[src/hw/rtl/fmr_pkg.sv]
// ----------------------------------------------------------------------------
// Meter frame receiver package
// Shared types and frame constants for the meter frame receiver.
// ----------------------------------------------------------------------------
package fmr_pkg;

  // Result codes reported for each received byte.
  typedef enum logic [2:0] {
    EV_NONE          = 3'd0,
    EV_ACCEPT        = 3'd1,
    EV_ADDR_MISMATCH = 3'd2,
    EV_CHECKSUM_BAD  = 3'd3,
    EV_OVERLENGTH    = 3'd4
  } fmr_event_e;

  // Receiver mode: hunting for the start pair or inside a locked frame.
  typedef enum logic [1:0] {
    MODE_HUNT  = 2'b01,
    MODE_FRAME = 2'b10
  } fmr_mode_e;

  // Frame marker bytes.
  localparam logic [7:0] SYNC_START  = 8'h68;
  localparam logic [7:0] SYNC_SECOND = 8'h10;
  localparam logic [7:0] END_BYTE    = 8'h16;
  localparam logic [7:0] BCAST_BYTE  = 8'hAA;

  // Byte positions within a frame.
  localparam int unsigned CNT_W = 9;
  localparam logic [CNT_W-1:0] HEADER_LEN     = 9'd13;
  localparam logic [CNT_W-1:0] POS_LOCKED     = 9'd2;
  localparam logic [CNT_W-1:0] POS_ADDR_FIRST = 9'd2;
  localparam logic [CNT_W-1:0] POS_ADDR_LAST  = 9'd8;
  localparam logic [CNT_W-1:0] POS_CTRL       = 9'd9;
  localparam logic [CNT_W-1:0] POS_LEN        = 9'd10;
  localparam logic [CNT_W-1:0] POS_IDENT_LO   = 9'd11;
  localparam logic [CNT_W-1:0] POS_IDENT_HI   = 9'd12;

  localparam int unsigned ADDR_W = 56;

  // One result transaction.
  typedef struct packed {
    fmr_event_e  event_res;
    logic [7:0]  control_code;
    logic [7:0]  data_length;
    logic [7:0]  ident_low;
    logic [7:0]  ident_high;
    logic        broadcast;
  } fmr_result_t;

  // Parser status seen by the top level.
  typedef struct packed {
    logic hunting;
    logic frame_end;
  } fmr_status_t;

endpackage

[src/hw/rtl/meter_frame_receiver.sv]
// ----------------------------------------------------------------------------
// Meter frame receiver
// Byte-serial receiver for meter request frames with address, length and
// checksum checks.
// ----------------------------------------------------------------------------
// Usage:
//   rx channel (rx_valid_i/rx_ready_o/rx_byte_i) takes one received byte per
//   transaction. Every accepted byte yields exactly one result transaction on
//   the res channel; event_res_o is zero for bytes that do not end a frame.
//   cfg (cfg_valid_i/cfg_ready_o/meter_address_i), always ready, writes the
//   seven-byte meter address; user must write it only while idle, unchecked.
// Result timing and throughput:
//   A result is registered in the cycle after its byte is accepted, and one
//   byte per cycle is taken while rx_ready_o is high. The per-byte decision
//   is one compare/add stage between frame state and result register.
// Reset:
//   The receiver hunts for the start pair, the meter address is zero, and no
//   result is pending.
// Stalls:
//   While a result waits and res_ready_i is low, rx_ready_o drops; a new byte
//   is taken in the same cycle the waiting result is taken.
// ----------------------------------------------------------------------------
module meter_frame_receiver (
  input  logic        clk_i,
  input  logic        rst_ni,
  input  logic        cfg_valid_i,
  output logic        cfg_ready_o,
  input  logic [55:0] meter_address_i,
  input  logic        rx_valid_i,
  output logic        rx_ready_o,
  input  logic [7:0]  rx_byte_i,
  output logic        res_valid_o,
  input  logic        res_ready_i,
  output logic [2:0]  event_res_o,
  output logic [7:0]  control_code_o,
  output logic [7:0]  data_length_o,
  output logic [7:0]  ident_low_o,
  output logic [7:0]  ident_high_o,
  output logic        broadcast_o
);
  import fmr_pkg::*;

  fmr_result_t parse_result;
  fmr_result_t out_result;
  fmr_status_t parse_status;
  logic        rx_accept;

  assign cfg_ready_o = 1'b1;
  assign rx_accept   = rx_valid_i && rx_ready_o;

  // Frame state and per-byte decision.
  fmr_parser u_parser (
    .clk_i           (clk_i),
    .rst_ni          (rst_ni),
    .cfg_valid_i     (cfg_valid_i),
    .meter_address_i (meter_address_i),
    .rx_accept_i     (rx_accept),
    .rx_byte_i       (rx_byte_i),
    .result_o        (parse_result),
    .status_o        (parse_status)
  );

  // Result register.
  fmr_out_stage u_out_stage (
    .clk_i       (clk_i),
    .rst_ni      (rst_ni),
    .in_valid_i  (rx_valid_i),
    .in_ready_o  (rx_ready_o),
    .result_i    (parse_result),
    .out_valid_o (res_valid_o),
    .out_ready_i (res_ready_i),
    .result_o    (out_result)
  );

  assign event_res_o    = out_result.event_res;
  assign control_code_o = out_result.control_code;
  assign data_length_o  = out_result.data_length;
  assign ident_low_o    = out_result.ident_low;
  assign ident_high_o   = out_result.ident_high;
  assign broadcast_o    = out_result.broadcast;

  // Every accepted byte leaves a result pending in the next cycle.
  assert property (@(posedge clk_i) disable iff (!rst_ni)
    rx_accept |=> res_valid_o)
    else $error("accepted byte produced no result");

  // A byte that ends or drops a frame returns the parser to hunting.
  assert property (@(posedge clk_i) disable iff (!rst_ni)
    (rx_accept && parse_status.frame_end) |=> parse_status.hunting)
    else $error("parser did not return to hunting after frame end");

  // A frame cannot end while hunting.
  assert property (@(posedge clk_i) disable iff (!rst_ni)
    parse_status.hunting |-> !parse_status.frame_end)
    else $error("frame end reported while hunting");

  // A result without an event carries all-zero fields.
  assert property (@(posedge clk_i) disable iff (!rst_ni)
    (res_valid_o && event_res_o == EV_NONE) |->
      (control_code_o == 8'h00 && data_length_o == 8'h00 && ident_low_o == 8'h00
       && ident_high_o == 8'h00 && !broadcast_o))
    else $error("non-event result carries nonzero fields");

endmodule

[src/hw/rtl/fmr_parser.sv]
// ----------------------------------------------------------------------------
// Meter frame parser
// Holds the frame state and the meter address register, and works out the
// result for one received byte combinationally.
// ----------------------------------------------------------------------------
module fmr_parser (
  input  logic                         clk_i,
  input  logic                         rst_ni,
  input  logic                         cfg_valid_i,
  input  logic [fmr_pkg::ADDR_W-1:0]   meter_address_i,
  input  logic                         rx_accept_i,
  input  logic [7:0]                   rx_byte_i,
  output fmr_pkg::fmr_result_t         result_o,
  output fmr_pkg::fmr_status_t         status_o
);
  import fmr_pkg::*;

  logic [ADDR_W-1:0] meter_address_q;
  fmr_mode_e         mode_q, mode_d;
  logic [CNT_W-1:0]  cnt_q, cnt_d;
  logic [7:0]        prev_q, prev_d;
  logic [7:0]        sum_q, sum_d;
  logic              id_match_q, id_match_d;
  logic              bcast_q, bcast_d;
  logic [7:0]        len_q, len_d;
  logic [7:0]        ctrl_q, ctrl_d;
  logic [15:0]       ident_q, ident_d;

  logic [CNT_W-1:0]  cnt_inc;
  logic [CNT_W-1:0]  total;
  logic [CNT_W-1:0]  addr_off;
  logic [2:0]        addr_sel;
  logic              addr_window;
  logic [7:0]        want;
  fmr_event_e        ev;

  // Address byte selection for positions two through eight.
  assign cnt_inc     = cnt_q + 9'd1;
  assign addr_off    = cnt_q - POS_ADDR_FIRST;
  assign addr_sel    = addr_off[2:0];
  assign addr_window = (cnt_q >= POS_ADDR_FIRST) && (cnt_q <= POS_ADDR_LAST);

  always_comb begin
    case (addr_sel)
      3'd0:    want = meter_address_q[7:0];
      3'd1:    want = meter_address_q[15:8];
      3'd2:    want = meter_address_q[23:16];
      3'd3:    want = meter_address_q[31:24];
      3'd4:    want = meter_address_q[39:32];
      3'd5:    want = meter_address_q[47:40];
      3'd6:    want = meter_address_q[55:48];
      default: want = 8'h00;
    endcase
  end

  // Next state and result for the current byte.
  always_comb begin
    mode_d     = mode_q;
    cnt_d      = cnt_q;
    prev_d     = prev_q;
    sum_d      = sum_q;
    id_match_d = id_match_q;
    bcast_d    = bcast_q;
    len_d      = len_q;
    ctrl_d     = ctrl_q;
    ident_d    = ident_q;
    total      = HEADER_LEN;
    ev         = EV_NONE;

    case (mode_q)
      MODE_HUNT: begin
        if (cnt_q == '0) begin
          prev_d = rx_byte_i;
          cnt_d  = 9'd1;
        end else if (prev_q == SYNC_START && rx_byte_i == SYNC_SECOND) begin
          mode_d     = MODE_FRAME;
          cnt_d      = POS_LOCKED;
          sum_d      = SYNC_START;
          prev_d     = SYNC_SECOND;
          id_match_d = 1'b1;
          bcast_d    = 1'b1;
          len_d      = 8'h00;
          ctrl_d     = 8'h00;
          ident_d    = 16'h0000;
        end else if (rx_byte_i == SYNC_START) begin
          prev_d = SYNC_START;
          cnt_d  = 9'd1;
        end else begin
          cnt_d = '0;
        end
      end

      MODE_FRAME: begin
        // Capture header fields by position.
        if (addr_window) begin
          if (rx_byte_i != want) id_match_d = 1'b0;
          if (rx_byte_i != BCAST_BYTE) bcast_d = 1'b0;
        end else begin
          case (cnt_q)
            POS_CTRL:     ctrl_d        = rx_byte_i;
            POS_LEN:      len_d         = rx_byte_i;
            POS_IDENT_LO: ident_d[7:0]  = rx_byte_i;
            POS_IDENT_HI: ident_d[15:8] = rx_byte_i;
            default:      ;
          endcase
        end

        cnt_d = cnt_inc;
        total = HEADER_LEN + {1'b0, len_d};

        // End of frame, overlength drop, or keep summing.
        if (cnt_inc >= HEADER_LEN && cnt_inc == total && rx_byte_i == END_BYTE) begin
          if (id_match_d || bcast_d) begin
            ev = (prev_q == sum_q) ? EV_ACCEPT : EV_CHECKSUM_BAD;
          end else begin
            ev = EV_ADDR_MISMATCH;
          end
          mode_d = MODE_HUNT;
          cnt_d  = '0;
        end else if (cnt_inc >= HEADER_LEN && cnt_inc > total) begin
          ev     = EV_OVERLENGTH;
          mode_d = MODE_HUNT;
          cnt_d  = '0;
        end else begin
          sum_d  = sum_q + prev_q;
          prev_d = rx_byte_i;
        end
      end

      default: begin
        mode_d = MODE_HUNT;
        cnt_d  = '0;
      end
    endcase
  end

  // Result fields are zero when no frame ends on this byte.
  always_comb begin
    result_o.event_res = ev;
    if (ev == EV_NONE) begin
      result_o.control_code = 8'h00;
      result_o.data_length  = 8'h00;
      result_o.ident_low    = 8'h00;
      result_o.ident_high   = 8'h00;
      result_o.broadcast    = 1'b0;
    end else begin
      result_o.control_code = ctrl_d;
      result_o.data_length  = len_d;
      result_o.ident_low    = ident_d[7:0];
      result_o.ident_high   = ident_d[15:8];
      result_o.broadcast    = bcast_d;
    end
  end

  assign status_o.hunting   = (mode_q == MODE_HUNT);
  assign status_o.frame_end = (ev != EV_NONE);

  // Configuration register.
  always_ff @(posedge clk_i or negedge rst_ni) begin
    if (!rst_ni) begin
      meter_address_q <= '0;
    end else if (cfg_valid_i) begin
      meter_address_q <= meter_address_i;
    end
  end

  // Frame state registers.
  always_ff @(posedge clk_i or negedge rst_ni) begin
    if (!rst_ni) begin
      mode_q     <= MODE_HUNT;
      cnt_q      <= '0;
      prev_q     <= 8'h00;
      sum_q      <= 8'h00;
      id_match_q <= 1'b1;
      bcast_q    <= 1'b1;
      len_q      <= 8'h00;
      ctrl_q     <= 8'h00;
      ident_q    <= 16'h0000;
    end else if (rx_accept_i) begin
      mode_q     <= mode_d;
      cnt_q      <= cnt_d;
      prev_q     <= prev_d;
      sum_q      <= sum_d;
      id_match_q <= id_match_d;
      bcast_q    <= bcast_d;
      len_q      <= len_d;
      ctrl_q     <= ctrl_d;
      ident_q    <= ident_d;
    end
  end

endmodule

[src/hw/rtl/fmr_out_stage.sv]
// ----------------------------------------------------------------------------
// Meter frame result register
// Output register with valid/ready that takes a new result in the same cycle
// the held one is taken.
// ----------------------------------------------------------------------------
module fmr_out_stage (
  input  logic                  clk_i,
  input  logic                  rst_ni,
  input  logic                  in_valid_i,
  output logic                  in_ready_o,
  input  fmr_pkg::fmr_result_t  result_i,
  output logic                  out_valid_o,
  input  logic                  out_ready_i,
  output fmr_pkg::fmr_result_t  result_o
);
  import fmr_pkg::*;

  logic        valid_q;
  fmr_result_t data_q;

  // Space is free when empty or when the held transaction leaves now.
  assign in_ready_o  = !valid_q || out_ready_i;
  assign out_valid_o = valid_q;
  assign result_o    = data_q;

  always_ff @(posedge clk_i or negedge rst_ni) begin
    if (!rst_ni) begin
      valid_q <= 1'b0;
    end else if (in_valid_i && in_ready_o) begin
      valid_q <= 1'b1;
    end else if (out_ready_i) begin
      valid_q <= 1'b0;
    end
  end

  // Payload register needs no reset.
  always_ff @(posedge clk_i) begin
    if (in_valid_i && in_ready_o) begin
      data_q <= result_i;
    end
  end

endmodule
[config.mk]
export PLATFORM = sky130hd
export DESIGN_NAME = meter_frame_receiver
export DESIGN_NICKNAME = d
export VERILOG_FILES = /design/src/hw/rtl/fmr_pkg.sv /design/src/hw/rtl/meter_frame_receiver.sv /design/src/hw/rtl/fmr_parser.sv /design/src/hw/rtl/fmr_out_stage.sv
export SDC_FILE = /design/constraint.sdc
export NUM_CORES = 1
export LEC_CHECK = 0
export CAP_MARGIN = 20
export CORE_MARGIN = 2
export CORE_UTILIZATION = 30
export DETAILED_ROUTE_END_ITERATION = 12
export DONT_BUFFER_PORTS = 1
export GPL_TIMING_DRIVEN = 0
export HOLD_SLACK_MARGIN = 0.05
export SLEW_MARGIN = 15
export SYNTH_ARGS = -nofsm -noshare
export SYNTH_HDL_FRONTEND = slang
export SYNTH_SLANG_ARGS = --single-unit
[constraint.sdc]
create_clock -name clk_i -period 5.57 [get_ports clk_i]
set_clock_uncertainty 0.2 [all_clocks]
set_input_delay 0.2785 -clock clk_i [delete_from_list [all_inputs] [get_ports clk_i]]
set_output_delay 0.2785 -clock clk_i [all_outputs]
set_load 0.01 [all_outputs]
# Yosys cells after proc, flatten, opt, wreduce, memory -nomap -nowiden
# Index checks and enable logic that the tools add are counted.
# classes
mux	59
eq_ne	26
n_reduce_logical	18
magnitude_cmp	4
n_addsub	4
# op_table
operator	n
two-way mux 8 bit	20
case mux 8 bit (2 select lines)	4
case mux 8 bit (7 select lines)	1
two-way mux 16 bit	3
== test 9 x 4 -> 1 bit (second input constant)	4
two-way mux 9 bit	4
case mux 16 bit (2 select lines)	1
case mux 9 bit (2 select lines)	1
== test 8 x 5 -> 1 bit (second input constant)	2
== test 8 x 7 -> 1 bit (second input constant)	2
two-way mux 1 bit	13
two-way mux 3 bit	4
two-way mux 2 bit	5
adder 4 x 8 -> 9 bit (first input constant)	1
adder 9 x 1 -> 9 bit (second input constant)	1
== test 3 bit (second input constant)	3
== test 9 bit	1
>= comparator 9 x 2 -> 1 bit (second input constant)	1
>= comparator 9 x 4 -> 1 bit (second input constant)	1
> comparator 9 bit	1
less-or-equal comparator 9 x 4 -> 1 bit (second input constant)	1
zero test 9 bit	1
adder 8 bit	1
== test 8 bit	1
other kinds (21)	34
# word_totals
reg_bits	154
wordCells	128
inputBits	69
output_inout_bits	39

# Depth between registers and ports, before layout
# logic_depth
word_depth	12
ltp_mapped	21
mapped_depth_nobuf	19

# Hierarchy
# Synthesis repeated with hierarchy kept, for this count alone.
# unflattened
hier_cells	811
area_unflattened_um2	8521.9
# modules_own_cells
module	instances	seq_area_each_um2	cells_each	area_per_inst_um2
fmr_parser	1	2931.6	768	7369.6
fmr_out_stage	1	1106.1	40	1134.8
meter_frame_receiver	1	0.0	3	17.5

# Worst setup path after synthesis
# OpenSTA, ideal clock, no wires.
# synth_path
path_kind	register -> register
from	register u_parser.cnt_q[1]
to	register u_parser.prev_q[2]
period_less_slack_ns	4.395
arrival_time_ns	4.118
path_slack_ns	1.175
required_time_ns	5.294
setup_ns	0.076
path_stages_with_launch	21
n_path_buf	2
cell_sequence	dfrtp_1 inv_1 ha_1 buf_2 nor4_4 nand3_4 a31oi_1 a21boi_0 nand2_1 xnor2_1 mux2i_1 ha_1 nand4_1 inv_1 a2111oi_0 o21ai_2 nand4_4 o2111a_2 buf_6 nand3b_1 o21ai_1
# synth_via
elab_chain_len	10
elab_cells_between_ends	22
cone_classes	2 x add/sub; 4 x order compare; 5 x eq/ne; 5 x mux; 6 x reduce/logical
# synth_lines
item	line	rtl
from (decl)	fmr_parser.sv:20	logic [CNT_W-1:0] cnt_q, cnt_d;
from (signal assigned)	fmr_parser.sv:181	cnt_q <= cnt_d;
branches (longest 10 deep; another with >= comparator 9 x 2 -> 1 bit)	--	
to (signal assigned)	fmr_parser.sv:182	prev_q <= prev_d;
to (decl)	fmr_parser.sv:21	logic [7:0] prev_q, prev_d;
# Several ways; the timed one is not identified. The select of a mux whose other input is x is not followed.
# A chain may end at the register's enable or synchronous reset.

# Worst setup path in the final report
# layout_path
from	register u_parser.cnt_q[0]
to	register u_out_stage.data_q (netlist bit u_out_stage.result_o[9]), data pin
# layout_via
elab_chain_len	12
elab_cells_between_ends	42
cone_classes	3 x add/sub; 4 x order compare; 10 x eq/ne; 17 x mux; 8 x reduce/logical
# layout_lines
item	line	rtl
branches (longest 12 deep; another with >= comparator 9 x 2 -> 1 bit)	--	
to (signal assigned)	fmr_out_stage.sv:39	data_q <= result_i;
to (decl)	fmr_out_stage.sv:19	fmr_result_t data_q;
# Several ways; the timed one is not identified. The select of a mux whose other input is x is not followed.

==> metrics.md <==
| Metric | Value |
|---|---|
| DR pass1 iterations | 6 |
| Synth cell count leaders | dfrtp_1 (115), mux2_2 (64), nand2_1 (56) |
| VDD IR max | 0.2111 mV |
| Ranking of synthesized cells by area | dfrtp_1 (35%), edfxtp_1 (13%), mux2_2 (8.9%) |
| RSZ-0062 raised after global routing | no |
| IO buf count | 0 |
| Vias in the first global route | 6316 |
| Synth Flop Type | dfrtp_1 |
| Post-Syn Area | 8138 um2 |
| Root Driver | clkbuf_16 |
| Crit path required time | 5530 ps |
| Synth Warn # | 0 |
| CTS Buf Count | 17 |
| DRC viols | 0 |
| Pwr Density | 333.3 nW/um2 |
| Combinational share of power | 23.3% |
| Critical path type | flip-flop to flip-flop |
| Pin count of the biggest net entering global routing | 119 |
| Fill cells | 2559 |
| Setup violators final | 0 |
| First-pass GRT wire length | 36240 um |
| CP Max Fanout | 10 |
| HP Class | input pin to flip-flop |
| Gpl congestion | 0.8332 |
| Post-synth top area share | 35.36% |
| # diodes | 0 |
| Max frequency | 193.5 MHz |
| Switching pwr | 1.004 mW |
| CTS tree | built |
| Arr. time, crit path | 5120 ps |
| Syn_nets | 831 |
| Avg WL per Cell | 19.26 um |
| FP Rows | 60 |
| Status | completed |
| Synth cell types | 68 |
| Final ANT Viol Nets | 0 |
| Final wirelength | 22540 um |
| Syn Inst Count | 737 |
| Seq/Total Area, Yosys | 49.62% |
| Proportion of layout cells with a drive suffix above 1 | 16.65% |
| Cell Area, Placed | 8586 um2 |
| Vias/cell | 5.271 |
| Worst-Skew Late Latency | 430 ps |
| CTS sink count | 154 |
| Core area | 26800 um2 |
| LEAKAGE | 3.808 nW |
| Pint | 2.253 mW |
| Post-DP HPWL | 15540 um |
| Gr ovfl total | 0 |
| Clk slew on worst S/H paths | 60 ps |
| Clock Tree Buf Depth | 2 |
| Switching Share | 30.82% |
| Worst slew pin tran | 736.6 ps |
| GRT Total Usage | 16.28% |
| CP Launch Type | flip-flop |
| # IOs | 108 |
| Relative slew slack | 50.89% |
| Worst setup EP type | flip-flop |
| Post-route cell area | 9772 um2 |
| Yosys reg bits | 154 |
| Hold Fails Final Rpt | 0 |
| Width of the die | 168.7 um |
| TNS Setup | 0 ps |
| Crit path time final | 5167 ps |
| Pre-CTS setup slack | 301.7 ps |
| Initial antenna violation count | 0 |
| Post-synth EDFFs | 36 |
| DRT iter0 DRCs | 424 |
| Max-Cap Viols | 0 |
| H-tree Lvls | 4 |
| Starting Density | 30.36% |
| Setup repair bufs after CTS | 0 |
| Die area | 28460 um2 |
| Count leader, synth | dfrtp_1 |
| Dominant cell type by area after synthesis | dfrtp_1 |
| Vias | 6167 |
| Async S/R FF share, synth | 76.62% |
| Syn avg cell area | 11.04 um2 |
| Area grow syn2layout | 20.08% |
| Fin crit share | 92.77% |
| Final worst slack | 402.6 ps |
| Clock network power share | 34.7% |
| Nets@finish | 911 |
| Total Power | 3.257 mW |
| Reg power frac | 42.0% |
| Final Max Tran Viols | 0 |
| Die height | 168.7 um |
-- final timing paths --
kind                                   start                      endpoint  slack (ps)  cells past startpoint
max                        u_parser.cnt_q[0]       u_out_stage.result_o[9]         400                     18
min                               rx_valid_i             u_parser.cnt_q[6]         150                      2
max reg2reg                u_parser.cnt_q[0]       u_out_stage.result_o[9]         400                     18
min reg2reg                u_parser.sum_q[6]             u_parser.sum_q[6]         290                      1
max in group asynchronous             rst_ni             u_parser.cnt_q[3]        4400                      2
min in group asynchronous             rst_ni  u_parser.meter_address_q[10]         210                      2
-- state kept, by name, summed over array words and instances, names as in the netlist --
name                      cells
u_parser.meter_address_q     56
u_out_stage.result_o         36
u_parser.ident_q             16
u_parser.cnt_q                9
u_parser.ctrl_q               8
u_parser.len_q                8
u_parser.prev_q               8
u_parser.sum_q                8
u_parser.mode_q               2
u_out_stage.out_valid_o       1
u_parser.bcast_q              1
u_parser.id_match_q           1
-- power groups by stage --
| stage | Combinational (mW) | Clock [mW] | Sequential [mW] |
|---|---|---|---|
| 6_report | 0.760 | 1.13 | 1.37 |
| 5_1_grt | 0.847 | 1.20 | 1.38 |
| 4_1_cts | 0.753 | 1.15 | 1.37 |
| 3_5_place_dp | 0.696 | 0 | 1.39 |
| 3_3_place_gp | 0.683 | 0 | 1.38 |
| 2_1_floorplan | 0.551 | 0 | 1.35 |
-- area by class of cell --
class                      count  area, um2  share of cell area, %
clock buffer                  19      432.9                  4.430
inverter                      22      82.58                 0.8451
clock inverter                12      126.4                  1.293
timing repair buffer          61      638.1                  6.530
sequential                   154       4038                  41.32
tap                          341      426.7                  4.366
buffer                        62      285.3                  2.919
multi-input combinational    499       3742                  38.30
-- cells by family (layout without fill, tap and decap cells) --
logic type | Yosys count | in the layout | share of synthesized area [%]
AND/OR/NAND/NOR | 179 | 179 | 11.53
AO/OA/AOI/OAI | 190 | 190 | 16.99
XOR/XNOR | 34 | 34 | 3.659
buffers and inverters | 84 | 176 | 4.474
flip-flops | 154 | 154 | 49.62
other | 1 | 1 | 0.04608
adder cells (fa/ha/maj) | 25 | 25 | 3.936
multiplexers | 70 | 70 | 9.748
-- placed cells by master, fill, tap and decap left out, types with 12 or more instances in the layout --
master	n
dfrtp_1	115
mux2_2	64
dlygate4sd3_1	59
nand2_1	56
nor2_1	52
a22oi_1	44
clkbuf_1	37
edfxtp_1	36
o21ai_0	28
a21oi_1	27
a32o_1	27
ha_1	24
inv_1	22
xnor2_1	19
clkbuf_16	17
xor2_1	15
buf_2	12
-- worst max-delay path: stages, from the launching register on --
cell	delay [ps]
dfrtp_1	400
inv_1	130
ha_1	210
buf_2	190
nor4_4	350
nand3_4	220
a31oi_1	440
a21boi_0	480
nand2_1	130
xnor2_1	150
mux2i_1	160
ha_1	280
nand4_1	140
inv_1	70
a2111oi_0	500
o21ai_2	150
nand4_4	220
buf_1	360
nor2_1	120
-- through the flow --
| stage | hold slack, ps | util (%) | std cells |
|---|---|---|---|
| final | 149.0 | 36.46 | 1170 |
| after global routing | 188.4 | 36.46 | 1170 |
| after CTS | 146.6 | 36.43 | 1170 |
| after detailed placement | -214.0 | 32.04 | 1079 |
| after global placement | -213.9 | 31.96 | 1078 |
| after floorplan | -217.1 | - | 737 |
-- routing by layer --
metal | share of wire, % | GRT usage, %
met3 | 6.4 | 4.419
met4 | 2.1 | 4.873
met1 | 45 | 21.82
met2 | 46 | 25.78
met5 | 0 | 0
-- timing repair --
action	in CTS	in global routing
endpoints found under the hold margin	175	0
resized for setup	0	3
setup endpoints to repair	0	10
hold buffers	60	0
Note: power is estimated with default switching activity, not from simulation.
